File: src/hdl/bfp_pkg.sv
// Shared constants, codes and controller/datapath types for the byte FIFO pool.
package bfp_pkg;

    // Pool geometry
    localparam int POOL_SIZE   = 8;
    localparam int QUEUE_DEPTH = 16;

    // Field widths
    localparam int CMD_W   = 2;
    localparam int ID_W    = 3;
    localparam int DATA_W  = 8;
    localparam int STAT_W  = 2;
    localparam int FILL_W  = 5;

    // Derived widths and limits
    localparam int SLOT_W      = $clog2(POOL_SIZE);
    localparam int PTR_W       = $clog2(QUEUE_DEPTH);
    localparam int CNT_W       = $clog2(QUEUE_DEPTH + 1);
    localparam int ADDR_W      = $clog2(POOL_SIZE * QUEUE_DEPTH);
    localparam int FILL_MAX    = (1 << FILL_W) - 1;
    localparam int ID_SPAN     = 1 << ID_W;
    localparam int GRANT_LIMIT = (POOL_SIZE < ID_SPAN) ? POOL_SIZE : ID_SPAN;

    // Stream packing
    localparam int IN_TDATA_W   = 16;
    localparam int OUT_TDATA_W  = 24;
    localparam int OUT_USED_W   = DATA_W + ID_W + FILL_W + 1;
    localparam int OUT_PAD_W    = OUT_TDATA_W - OUT_USED_W;
    localparam int IN_PAD_W     = IN_TDATA_W - ID_W - DATA_W;
    localparam int OUT_GRANT_LO = DATA_W;
    localparam int OUT_FILL_LO  = DATA_W + ID_W;
    localparam int OUT_FULL_BIT = DATA_W + ID_W + FILL_W;

    typedef enum logic [CMD_W-1:0] {
        CMD_PUSH    = 2'd0,
        CMD_POP     = 2'd1,
        CMD_REQUEST = 2'd2,
        CMD_RELEASE = 2'd3
    } cmd_t;

    typedef enum logic [STAT_W-1:0] {
        ST_OK      = 2'd0,
        ST_DROPPED = 2'd1,
        ST_EMPTY   = 2'd2,
        ST_NO_FREE = 2'd3
    } status_t;

    typedef enum logic [1:0] {
        FSM_IDLE   = 2'd0,
        FSM_EXEC   = 2'd1,
        FSM_RESULT = 2'd2
    } fsm_state_t;

    // Controller to datapath
    typedef struct packed {
        logic capture;     // latch the incoming item
        logic exec;        // apply the item to the pool state
        logic load_out;    // move a result into the output register
        logic from_stage;  // result comes from the staging registers
    } ctrl_cmd_t;

    // Datapath to controller
    typedef struct packed {
        logic pop_read;    // item is a good pop, data comes from the registered store read
        logic out_free;    // output register can take a result this cycle
    } dp_stat_t;

    // Ring pointer advance with wrap
    function automatic logic [PTR_W-1:0] next_index(input logic [PTR_W-1:0] p);
        logic [PTR_W-1:0] r;
        if (32'(p) + 1 >= QUEUE_DEPTH)
        begin
            r = '0;
        end
        else
        begin
            r = PTR_W'(p + 1'b1);
        end
        return r;
    endfunction

endpackage

File: src/hdl/bfp_ctrl.sv
// Sequencing state machine for the byte FIFO pool.
module bfp_ctrl
    import bfp_pkg::*;
(
    input  logic       clk,
    input  logic       rst_n,
    input  logic       s_tvalid,
    output logic       s_tready,
    output ctrl_cmd_t  ctrl_cmd,
    input  dp_stat_t   dp_stat
);

    fsm_state_t state_reg;
    fsm_state_t state_next;

    // State register
    always_ff @(posedge clk or negedge rst_n)
    begin
        if (!rst_n)
        begin
            state_reg <= FSM_IDLE;
        end
        else
        begin
            state_reg <= state_next;
        end
    end

    // Next state and commands
    always_comb
    begin
        state_next = state_reg;
        s_tready   = 1'b0;
        ctrl_cmd   = '0;
        unique case (state_reg)
            FSM_IDLE:
            begin
                s_tready         = 1'b1;
                ctrl_cmd.capture = s_tvalid;
                if (s_tvalid)
                begin
                    state_next = FSM_EXEC;
                end
            end
            FSM_EXEC:
            begin
                ctrl_cmd.exec = 1'b1;
                // a good pop goes on to the result state to wait for the store read
                if (dp_stat.pop_read)
                begin
                    state_next = FSM_RESULT;
                end
                else if (dp_stat.out_free)
                begin
                    ctrl_cmd.load_out = 1'b1;
                    state_next        = FSM_IDLE;
                end
                else
                begin
                    state_next = FSM_RESULT;
                end
            end
            FSM_RESULT:
            begin
                ctrl_cmd.from_stage = 1'b1;
                if (dp_stat.out_free)
                begin
                    ctrl_cmd.load_out = 1'b1;
                    state_next        = FSM_IDLE;
                end
            end
            default:
            begin
                state_next = FSM_IDLE;
            end
        endcase
    end

endmodule

File: src/hdl/bfp_dpath.sv
// Pool state, byte store, allocator and result registers for the byte FIFO pool.
module bfp_dpath
    import bfp_pkg::*;
(
    input  logic                   clk,
    input  logic                   rst_n,
    input  ctrl_cmd_t              ctrl_cmd,
    output dp_stat_t               dp_stat,
    input  logic [IN_TDATA_W-1:0]  s_tdata,
    input  logic [CMD_W-1:0]       s_tuser,
    output logic                   m_tvalid,
    input  logic                   m_tready,
    output logic [OUT_TDATA_W-1:0] m_tdata,
    output logic [STAT_W-1:0]      m_tuser
);

    // Captured item
    cmd_t              cmd_reg;
    logic [ID_W-1:0]   id_reg;
    logic [DATA_W-1:0] din_reg;

    // Per-buffer state
    logic [PTR_W-1:0] head_reg   [POOL_SIZE];
    logic [PTR_W-1:0] tail_reg   [POOL_SIZE];
    logic [CNT_W-1:0] count_reg  [POOL_SIZE];
    logic [POOL_SIZE-1:0] in_use_reg;

    // Byte store
    logic [DATA_W-1:0] mem [POOL_SIZE * QUEUE_DEPTH];
    logic [DATA_W-1:0] rd_data_reg;

    // Staged result
    logic [ID_W-1:0]   res_grant_reg;
    status_t           res_status_reg;
    logic [FILL_W-1:0] res_fill_reg;
    logic              res_full_reg;
    logic              res_pop_reg;

    // Output register
    logic                   out_valid_reg;
    logic                   out_valid_next;
    logic [OUT_TDATA_W-1:0] out_tdata_reg;
    logic [STAT_W-1:0]      out_tuser_reg;

    // Execute-stage signals
    logic              grant_found;
    logic [SLOT_W-1:0] grant_idx;
    logic              id_ok;
    logic [SLOT_W-1:0] who;
    logic [CNT_W-1:0]  cnt;
    logic [PTR_W-1:0]  head;
    logic [PTR_W-1:0]  tail;
    logic              push_ok;
    logic              pop_ok;
    logic              req_ok;
    logic              rel_ok;
    logic              report;
    logic [CNT_W-1:0]  new_cnt;
    status_t           status;
    logic [FILL_W-1:0] fill;
    logic              full;
    logic [ID_W-1:0]   grant_out;
    logic [ADDR_W-1:0] wr_addr;
    logic [ADDR_W-1:0] rd_addr;

    // Result selected for the output register
    logic [DATA_W-1:0] sel_data;
    logic [ID_W-1:0]   sel_grant;
    status_t           sel_status;
    logic [FILL_W-1:0] sel_fill;
    logic              sel_full;

    // Item capture
    always_ff @(posedge clk)
    begin
        if (ctrl_cmd.capture)
        begin
            cmd_reg <= cmd_t'(s_tuser);
            id_reg  <= s_tdata[ID_W-1:0];
            din_reg <= s_tdata[ID_W +: DATA_W];
        end
    end

    // Lowest free buffer that an id can name
    always_comb
    begin
        grant_found = 1'b0;
        grant_idx   = '0;
        for (int i = GRANT_LIMIT - 1; i >= 0; i--)
        begin
            if (!in_use_reg[i])
            begin
                grant_found = 1'b1;
                grant_idx   = SLOT_W'(i);
            end
        end
    end

    // Addressed buffer and its state
    assign id_ok = (32'(id_reg) < POOL_SIZE);
    assign who   = (cmd_reg == CMD_REQUEST) ? grant_idx : SLOT_W'(id_reg);
    assign cnt   = count_reg[who];
    assign head  = head_reg[who];
    assign tail  = tail_reg[who];

    // Command decode and outcome
    always_comb
    begin
        push_ok = 1'b0;
        pop_ok  = 1'b0;
        req_ok  = 1'b0;
        rel_ok  = 1'b0;
        report  = 1'b0;
        new_cnt = cnt;
        status  = ST_OK;
        unique case (cmd_reg)
            CMD_PUSH:
            begin
                if (!id_ok)
                begin
                    status = ST_DROPPED;
                end
                else if (32'(cnt) >= QUEUE_DEPTH)
                begin
                    status = ST_DROPPED;
                    report = 1'b1;
                end
                else
                begin
                    push_ok = 1'b1;
                    report  = 1'b1;
                    new_cnt = CNT_W'(cnt + 1'b1);
                end
            end
            CMD_POP:
            begin
                if (!id_ok)
                begin
                    status = ST_EMPTY;
                end
                else if (cnt == '0)
                begin
                    status = ST_EMPTY;
                    report = 1'b1;
                end
                else
                begin
                    pop_ok  = 1'b1;
                    report  = 1'b1;
                    new_cnt = CNT_W'(cnt - 1'b1);
                end
            end
            CMD_REQUEST:
            begin
                if (grant_found)
                begin
                    req_ok = 1'b1;
                    report = 1'b1;
                end
                else
                begin
                    status = ST_NO_FREE;
                end
            end
            CMD_RELEASE:
            begin
                if (id_ok)
                begin
                    rel_ok  = 1'b1;
                    report  = 1'b1;
                    new_cnt = '0;
                end
            end
            default:
            begin
                status = ST_OK;
            end
        endcase
    end

    // Fill level saturates at the field maximum
    always_comb
    begin
        fill = '0;
        full = 1'b0;
        if (report)
        begin
            fill = (32'(new_cnt) > FILL_MAX) ? FILL_W'(FILL_MAX) : FILL_W'(new_cnt);
            full = (32'(new_cnt) >= QUEUE_DEPTH);
        end
    end

    assign grant_out = req_ok ? ID_W'(grant_idx) : '0;
    assign wr_addr   = ADDR_W'(ADDR_W'(who) * ADDR_W'(QUEUE_DEPTH) + ADDR_W'(head));
    assign rd_addr   = ADDR_W'(ADDR_W'(who) * ADDR_W'(QUEUE_DEPTH) + ADDR_W'(tail));

    // Per-buffer pointers, counts and allocation map
    always_ff @(posedge clk or negedge rst_n)
    begin
        if (!rst_n)
        begin
            for (int i = 0; i < POOL_SIZE; i++)
            begin
                head_reg[i]  <= '0;
                tail_reg[i]  <= '0;
                count_reg[i] <= '0;
            end
            in_use_reg <= '0;
        end
        else if (ctrl_cmd.exec)
        begin
            if (push_ok)
            begin
                head_reg[who]  <= next_index(head);
                count_reg[who] <= new_cnt;
            end
            if (pop_ok)
            begin
                tail_reg[who]  <= next_index(tail);
                count_reg[who] <= new_cnt;
            end
            if (req_ok)
            begin
                in_use_reg[who] <= 1'b1;
            end
            if (rel_ok)
            begin
                in_use_reg[who] <= 1'b0;
                head_reg[who]   <= '0;
                tail_reg[who]   <= '0;
                count_reg[who]  <= '0;
            end
        end
    end

    // Byte store with registered read
    always_ff @(posedge clk)
    begin
        if (ctrl_cmd.exec && push_ok)
        begin
            mem[wr_addr] <= din_reg;
        end
        if (ctrl_cmd.exec && pop_ok)
        begin
            rd_data_reg <= mem[rd_addr];
        end
    end

    // Result staging
    always_ff @(posedge clk)
    begin
        if (ctrl_cmd.exec)
        begin
            res_grant_reg  <= grant_out;
            res_status_reg <= status;
            res_fill_reg   <= fill;
            res_full_reg   <= full;
            res_pop_reg    <= pop_ok;
        end
    end

    // Result source: direct from execute, or from staging
    always_comb
    begin
        if (ctrl_cmd.from_stage)
        begin
            sel_data   = res_pop_reg ? rd_data_reg : '0;
            sel_grant  = res_grant_reg;
            sel_status = res_status_reg;
            sel_fill   = res_fill_reg;
            sel_full   = res_full_reg;
        end
        else
        begin
            sel_data   = '0;
            sel_grant  = grant_out;
            sel_status = status;
            sel_fill   = fill;
            sel_full   = full;
        end
    end

    // Output register
    always_comb
    begin
        out_valid_next = out_valid_reg;
        if (ctrl_cmd.load_out)
        begin
            out_valid_next = 1'b1;
        end
        else if (m_tready)
        begin
            out_valid_next = 1'b0;
        end
    end

    always_ff @(posedge clk or negedge rst_n)
    begin
        if (!rst_n)
        begin
            out_valid_reg <= 1'b0;
        end
        else
        begin
            out_valid_reg <= out_valid_next;
        end
    end

    always_ff @(posedge clk)
    begin
        if (ctrl_cmd.load_out)
        begin
            out_tdata_reg <= {{OUT_PAD_W{1'b0}}, sel_full, sel_fill, sel_grant, sel_data};
            out_tuser_reg <= sel_status;
        end
    end

    assign dp_stat.pop_read = pop_ok;
    assign dp_stat.out_free = !out_valid_reg || m_tready;

    assign m_tvalid = out_valid_reg;
    assign m_tdata  = out_tdata_reg;
    assign m_tuser  = out_tuser_reg;

    // The addressed buffer never holds more than its depth
    a_count_bound: assert property (@(posedge clk) disable iff (!rst_n)
        ctrl_cmd.exec |-> 32'(count_reg[who]) <= QUEUE_DEPTH)
        else $error("buffer count beyond depth");

    // A good pop stages an ok status and a pending byte
    a_pop_staged: assert property (@(posedge clk) disable iff (!rst_n)
        ctrl_cmd.exec && pop_ok |=> res_pop_reg && res_status_reg == ST_OK)
        else $error("pop result not staged as ok");

    // A full buffer never reports an empty level or a failed request
    a_full_level: assert property (@(posedge clk) disable iff (!rst_n)
        out_valid_reg && out_tdata_reg[OUT_FULL_BIT]
            |-> out_tdata_reg[OUT_FILL_LO +: FILL_W] != '0 && out_tuser_reg != ST_NO_FREE)
        else $error("full flag without a fill level");

    // A push into a buffer with room grows it by one
    a_push_grows: assert property (@(posedge clk) disable iff (!rst_n)
        ctrl_cmd.exec && push_ok |=> count_reg[$past(who)] == CNT_W'($past(cnt) + 1'b1))
        else $error("push did not advance count");

endmodule

File: src/hdl/byte_fifo_pool_with_allocator.sv
// Top level of the byte FIFO pool: controller and datapath.
//
// A pool of 8 byte ring buffers, 16 bytes each, with an allocation map. Each input item
// carries a command in s_tuser: push, pop, request a free buffer, or release a buffer. Every
// item gives exactly one result item. One item is handled at a time: push, request and
// release pass through capture, then execute, before the result is loaded, and a pop that
// returns a byte also passes the result state for the registered read of the byte store. An
// output register holds the result, so the next item is taken while a result waits; when the
// consumer stalls, a finished result waits in staging and the next item is held off.
// No clearing pass after reset: the byte store is only read where a push wrote.
module byte_fifo_pool_with_allocator
    import bfp_pkg::*;
(
    input  logic                   clk,
    input  logic                   rst_n,
    input  logic                   s_tvalid,
    output logic                   s_tready,
    input  logic [IN_TDATA_W-1:0]  s_tdata,   // buffer_id[2:0], data_in[10:3], zero pad
    input  logic [CMD_W-1:0]       s_tuser,   // command[1:0]
    output logic                   m_tvalid,
    input  logic                   m_tready,
    output logic [OUT_TDATA_W-1:0] m_tdata,   // data_out[7:0], granted_id[10:8],
                                              // fill_level[15:11], is_full[16], zero pad
    output logic [STAT_W-1:0]      m_tuser    // status[1:0]
);

    ctrl_cmd_t ctrl_cmd;
    dp_stat_t  dp_stat;

    // Sequencer
    bfp_ctrl u_ctrl
    (
        .clk      (clk),
        .rst_n    (rst_n),
        .s_tvalid (s_tvalid),
        .s_tready (s_tready),
        .ctrl_cmd (ctrl_cmd),
        .dp_stat  (dp_stat)
    );

    // Pool state and result path
    bfp_dpath u_dpath
    (
        .clk      (clk),
        .rst_n    (rst_n),
        .ctrl_cmd (ctrl_cmd),
        .dp_stat  (dp_stat),
        .s_tdata  (s_tdata),
        .s_tuser  (s_tuser),
        .m_tvalid (m_tvalid),
        .m_tready (m_tready),
        .m_tdata  (m_tdata),
        .m_tuser  (m_tuser)
    );

endmodule

File: config.mk
export PLATFORM = sky130hd
export DESIGN_NAME = byte_fifo_pool_with_allocator
export DESIGN_NICKNAME = d
export VERILOG_FILES = /design/src/hdl/bfp_pkg.sv /design/src/hdl/bfp_ctrl.sv /design/src/hdl/bfp_dpath.sv /design/src/hdl/byte_fifo_pool_with_allocator.sv
export SDC_FILE = /design/constraint.sdc
export NUM_CORES = 2
export LEC_CHECK = 0
export BUFFER_PORTS_ARGS = -buffer_cell sky130_fd_sc_hd__buf_2
export CORE_UTILIZATION = 50
export CTS_CLUSTER_DIAMETER = 30
export CTS_CLUSTER_SIZE = 28
export DETAILED_ROUTE_END_ITERATION = 12
export GPL_ROUTABILITY_DRIVEN = 0
export HOLD_SLACK_MARGIN = 0.06
export PLACE_DENSITY_LB_ADDON = 0.05
export SYNTH_ARGS = -nofsm -noshare
export SYNTH_HDL_FRONTEND = slang
export SYNTH_SLANG_ARGS = --single-unit
File: constraint.sdc
create_clock -name clk -period 5.2 [get_ports clk]
set_input_delay 1.04 -clock clk [delete_from_list [all_inputs] [get_ports clk]]
set_output_delay 1.04 -clock clk [all_outputs]
set_load 0.02 [all_outputs]
# --- Word level (Yosys, flattened, before mapping) ---
# Memories as Yosys holds them, arrays and structs flattened. A register that Yosys moved wholly into a read port is not among the register bits.
# Cells that the tools add are included.
word_totals:
  regBits: 159
  ram_bits: 1024
  inputBits: 22
  output_inout_bits: 28
  wordCells: 178
  mem_count: 1
mem_list:
  columns: ["memory", "depth", "word_bits", "read_ports", "rd_clocked_by_memory_dff", "write_ports", "line", "text"]
  rows:
  - ["u_dpath.mem", 128, 8, 1, 1, 1, "bfp_dpath.sv:29", "logic [DATA_W-1:0] mem [POOL_SIZE * QUEUE_DEPTH];"]
classes:
  addsub: 8
  order_cmp: 8
  n_eq_ne: 7
  muxes: 94
  n_bitwise: 9
  n_reduce_logical: 13
op_table:
  columns: ["cell", "n"]
  rows:
  - ["$mux W40", 5]
  - ["$mux W32", 6]
  - ["$bwmux W40", 2]
  - ["$and A32 B32 Y32", 2]
  - ["$bwmux W32", 2]
  - ["$ge A32 B5 Y1 const B", 2]
  - ["$mux W4", 11]
  - ["$and A40 B40 Y40", 1]
  - ["$not A40 Y40", 1]
  - ["$mux W5", 7]
  - ["$mux W3", 11]
  - ["$not A32 Y32", 1]
  - ["$mux W1", 29]
  - ["$bmux W4 S3", 2]
  - ["$mux W8", 3]
  - ["$bmux W5 S3", 1]
  - ["$demux W5 S3", 1]
  - ["$pmux W5 S3", 1]
  - ["$add A7 B4 Y7", 2]
  - ["$mux W2", 7]
  - ["$demux W4 S3", 1]
  - ["$pmux W2 S3", 2]
  - ["$add A4 B1 Y5 const B", 2]
  - ["$ge A5 B5 Y1 const B", 2]
  - ["other kinds (24)", 35]

# --- Logic depth before layout (Yosys ltp) ---
logic_depth:
  depth_word: 24
  depth_mapped: 19
  ltp_nobuf: 15

# --- By module ---
# From an unflattened synthesis, not the netlist that was laid out.
hier_totals:
  hier_cells: 3493
  hier_area_um2: 49009.5
by_module_without_submodules:
  columns: ["module", "n_inst", "cells_per_inst", "area_each_um2", "seq_area_each_um2"]
  rows:
  - ["bfp_dpath", 1, 3471, 48805.6, 35078.6]
  - ["bfp_ctrl", 1, 22, 203.9, 50.0]

# --- Worst setup path after synthesis ---
# No wires, ideal clock.
synth_timing:
  path_kind: "register -> register"
  start: "register u_dpath.in_use_reg[1]"
  end: "register u_dpath.out_tdata_reg[0], in the netlist u_dpath.m_tdata[0], enable pin"
  setup_ns: 0.393
  t_arrival_ns: 4.208
  required_time_ns: 4.807
  setup_slack_ns: 0.600
  path_stages_with_launch: 14
  path_buffers: 3
  period_less_slack_ns: 4.600
  path_cell_list: "dfrtp_1 > and4b_1 > buf_6 > a32o_1 > buf_6 > buf_6 > a311o_1 > a222oi_1 > ha_1 > inv_1 > o41ai_4 > a21o_1 > nand2_1 > nor2_1"
synth_rtl:
  columns: ["item", "line", "text"]
  rows:
  - ["start: declaration", "bfp_dpath.sv:26", "logic [POOL_SIZE-1:0] in_use_reg;"]
  - ["start signal: assignment", "bfp_dpath.sv:208", "in_use_reg <= '0;"]
  - ["start signal: indexed assignment", "bfp_dpath.sv:224", "in_use_reg[who] <= 1'b1;"]
  - ["start signal: indexed assignment", "bfp_dpath.sv:228", "in_use_reg[who] <= 1'b0;"]
  - ["end signal: assignment", "bfp_dpath.sv:313", "out_tdata_reg <= {{OUT_PAD_W{1'b0}}, sel_full, sel_fill, sel_grant, sel_data};"]
  - ["end: declaration", "bfp_dpath.sv:42", "logic [OUT_TDATA_W-1:0] out_tdata_reg;"]

# --- Worst setup path in the final report ---
layout_timing:
  start: "register u_dpath.cmd_reg[1]"
  end: "register u_dpath.rd_data_reg[7], read port of u_dpath.mem, data pin"
layout_between:
  elab_chain_len: 10
  elab_cells_between_ends: 15
  cone_classes: "1 x add/sub; 2 x eq/ne; 9 x mux; 1 x bitwise; 2 x reduce/logical"
layout_rtl:
  columns: ["item", "line", "text"]
  rows:
  - ["start: declaration", "bfp_dpath.sv:18", "cmd_t cmd_reg;"]
  - ["start signal: assignment", "bfp_dpath.sv:78", "cmd_reg <= cmd_t'(s_tuser);"]
  - ["parallel branches: the longest is 10 deep, another holds $add A7 B4 Y7", null, null]
  - ["end: declaration", "bfp_dpath.sv:30", "logic [DATA_W-1:0] rd_data_reg;"]
# Parallel ways; which one is timed is not known. The select of a mux whose other input is x is not followed.
# A chain may end at the register's enable or synchronous reset.

==> metrics.md <==
| Metric | Value |
|---|---|
| Outcome | complete, no violations |
| Final std cells w/o fill | 4921 |
| Hold buffers post-CTS | 0 |
| Worst Path Max Fanout | 53 |
| Post-synth top flop | edfxtp_1 |
| Main combinational cell family by area after synthesis | compound AO/OA/AOI/OAI gates |
| DIE AREA | 98900 um2 |
| Clock-pin slew on the worst setup and hold paths | roughly 0.050 ns |
| Initial antenna violation count | 1 |
| Die X | 314 um |
| Mux contribution to synthesized area | 7.61% |
| Root buffer cell | clkbuf_16 |
| Minimum clock period | 5.03 ns |
| FF-to-FF End | u_dpath.rd_data_reg[7] |
| First-pass GRT wire length | between 200000 and 250000 um |
| Drt first pass iters | 6 |
| Post-synthesis compound-gate area fraction | under 10% |
| Initial Util | 50.5% |
| Fmax | just under 200 MHz |
| Area after DPL | between 50000 and 60000 um2 |
| Mapped Cells | roughly 3200 |
| Nets | 3480 |
| Die height | 314 um |
| CP startpoint kind | register |
| Final Util | around three fifths |
| Clock Skews | roughly 0.035 ns |
| Max FFs per register | 1024 |
| Setup violators final | 0 |
| Area grow syn2layout | 20.9% |
| Vias per cell | around 6.2 |
| Largest net degree at the start of global routing | approximately 130 |
| Static Leak | 20.5 nW |
| Dpl hpwl | 89800 um |
| Routed WL per cell | roughly 29 um |
| Placed cell count | between 4000 and 5000 |
| Synthesized area per cell | 15.1 um2 |
| Adder-cell area share of the yosys netlist | 0.179% |
| Post-synthesis xor/xnor area fraction | less than 1% |
| Yosys warns | 0 |
| Worst Setup Path Type | reg -> reg |
| Grt ovf | 0 |
| R2r setup slk | between 0.15 and 0.2 ns |
| RSZ-0062 raised after global routing | false |
| Seq/Total Area, Yosys | between 70 and 80% |
| Req. time, crit path | about 5.7 ns |
| CTS buffer count | 224 |
| Gr usage total | between 20 and 30% |
| Unique cell type count in the Yosys netlist | 86 |
| Port bufs | 37 |
| TritonCTS clock tree | yes |
| Clk_lat worst skew | 0.81 ns |
| Worst setup path start | u_dpath.cmd_reg[1] |
| Vias in the first global route | about 30000 |
| Worst R2R Path Depth | 12 |
| Slew Viols, Final | 0 |
| Remaining routing DRC violations | 0 |
| Actual slew at the worst max-slew pin | roughly 1.2 ns |
| Antenna-violating nets left | 0 |
| Core area | 96700 um2 |
| Vias | roughly 30000 |
| Setup TNS | 0 ns |
| # rows | between 100 and 150 |
| Max Cap Viol | 0 |
| H-tree levels | 4 |
| CTS sink count | approximately 1200 |
| Critical path endpoint category | register |
| Final Cycle Share | between 90% and 100% |
| Clock buffer depth | 3 |
| Syn Std Cell Area | slightly below 50000 um2 |
| Simple-gate portion of the synthesized area | under 10% |
| IR drop worst, VDD | slightly above 400 uV |
| Tightest hold margin | 0.424 ns |
| Finished Cell Area | ~59000 um2 |
| Slew HR | roughly 20% |
| Number of synthesized flops with an enable pin | roughly 1100 |
| Fin. Hold Viols | 0 |
| Layout cell share with drive strength beyond 1 | about a fifth |
| CP Data Arrival Time | 5.55 ns |
| 1st-iter DRT viols | approximately 3700 |
| FF-to-FF Start | u_dpath.cmd_reg[1] |
| Hold WC Path Type | in -> reg |
| Fraction of registers with async set/reset | roughly a tenth |
| CP endpoint | u_dpath.rd_data_reg[7] |
| Post-Route WL | between 100000 and 150000 um |
| PD cells | 635 nW/um2 |
| Register bit total from synthesis | between 1000 and 1500 |
| Boundary pin count | 50 |
## cells in the final DEF (no fill, tap or decap), types with 19 or more instances in the layout
| cell type | count |
|---|---|
| edfxtp_1 | 1074 |
| nand2_1 | 326 |
| clkbuf_16 | 224 |
| nand3_1 | 193 |
| buf_4 | 169 |
| o21ai_0 | 168 |
| nor2_1 | 161 |
| mux2i_1 | 139 |
| dfrtp_1 | 115 |
| mux4_2 | 90 |
| a211oi_1 | 76 |
| a21oi_1 | 59 |
| and3_1 | 55 |
| a31oi_1 | 42 |
| a221oi_1 | 40 |
| clkinvlp_4 | 37 |
| bufinv_16 | 37 |
| buf_2 | 36 |
| o2bb2ai_1 | 32 |
| clkinv_2 | 28 |
| clkbuf_1 | 26 |
| clkinv_1 | 25 |
| mux2_2 | 22 |
| o21ai_1 | 21 |
| a21boi_0 | 21 |
| nand4_1 | 20 |
| a211o_1 | 19 |
## critical path: stages (launching register included)
cell and delay (ns):
edfxtp_1 0.52, and4b_1 0.28, o21a_1 0.18, a311o_1 0.35, a211o_1 0.32, and3_2 0.27
nor2_8 0.46, buf_12 0.39, mux4_2 0.54, mux2i_1 0.54, o22ai_1 0.21, nor4_1 0.48
nand4_1 0.16
## through the flow
step	total power, mW	setup slack, ns
global placement	22.6	0.177
detailed placement	22.8	0.142
global route	38.7	0.0329
finish	37.5	0.170
CTS	37.5	0.118
floorplan	18.7	0.600
## synthesized netlist by cell type (8+ instances only)
cell | count | share of area (%)
or3_1 | 18 | 0.23
a21o_1 | 10 | 0.15
nor2_1 | 163 | 1.3
and4_1 | 14 | 0.25
a32oi_1 | 15 | 0.27
mux4_2 | 90 | 4.2
a221oi_1 | 40 | 0.72
edfxtp_1 | 1074 | 66
mux2_2 | 22 | 0.51
nand2b_1 | 9 | 0.12
o21ai_1 | 21 | 0.22
a21boi_0 | 21 | 0.32
o211a_1 | 8 | 0.16
buf_6 | 15 | 0.35
a22o_1 | 17 | 0.31
and2_1 | 15 | 0.19
a41oi_1 | 8 | 0.14
a211o_1 | 19 | 0.34
buf_4 | 32 | 0.49
mux2i_1 | 139 | 2.9
o22ai_1 | 12 | 0.15
a31oi_1 | 42 | 0.54
nand4_1 | 20 | 0.26
and3_1 | 57 | 0.73
a21oi_1 | 60 | 0.62
o2bb2ai_1 | 32 | 0.57
inv_1 | 9 | 0.069
dfrtp_1 | 115 | 5.9
nand2_1 | 326 | 2.5
clkbuf_1 | 121 | 0.93
a311oi_1 | 15 | 0.27
nor4_1 | 10 | 0.13
a22oi_1 | 18 | 0.28
o211ai_1 | 16 | 0.25
nor2b_1 | 12 | 0.15
o21ai_0 | 168 | 1.7
a211oi_1 | 76 | 1.2
buf_1 | 16 | 0.12
o31a_1 | 9 | 0.16
nand3_1 | 195 | 2.0
nor3_1 | 15 | 0.15
buf_2 | 39 | 0.40
## worst min path at each step
| stage | startpoint | to | slack [ns] | cells after the start |
|---|---|---|---|---|
| after floorplan | register | register | 0.44 | 2 |
| after global placement | register | register | 0.46 | 2 |
| after detailed placement | register | register | 0.47 | 2 |
| after CTS | s_tdata[6] | u_dpath.din_reg[3] | 0.37 | 1 |
| after global routing | s_tdata[6] | u_dpath.din_reg[3] | 0.39 | 1 |
| final | s_tdata[7] | u_dpath.din_reg[4] | 0.42 | 1 |
## report_power, final
group / internal (mW) / leakage [nW] / total [mW] / switching, mW
clock: 9.80 / 3.72 / 14.8 / 4.96
sequential: 11.4 / 11.2 / 11.8 / 0.315
combinational: 3.59 / 5.60 / 11.0 / 7.37
total: 24.8 / 20.5 / 37.5 / 12.6
## logic make-up after synthesis
family | after synthesis
muxes | 255
AOI/OAI and AO/OA | 659
adders and majority gates | 7
and+or+nand+nor | 871
buffers and inverters | 238
other | 1
xor gates and xnor gates | 2
DFF | 1189
## what timing repair did
item | 4_1_cts | 5_1_grt
setup endpoints to repair | 0 | 92
setup buffers | 0 | 2
hold endpoints to repair | 0 | 0
gates resized for setup | 0 | 7
## layout make-up
type                            count  area [um2]
Antenna cell                        1        2.50
Clock buffer                      253        5740
Clock inverter                    166        2120
Fill cell                        7210       37700
Inverter                           13        50.0
Multi-Input combinational cell   1801       12600
Sequential cell                  1189       35100
Tap cell                         1276        1600
Timing Repair Buffer              222        1790
## per-layer routing
metal	global-route usage (%)	up-vias	wire length, um
met5	0	-	0
met4	10.2	0	4350
met3	5.39	236	11600
met2	46.1	1458	68000
met1	39.8	15780	57700
li1	-	13248	-
Note: power is estimated with default switching activity, not from simulation.
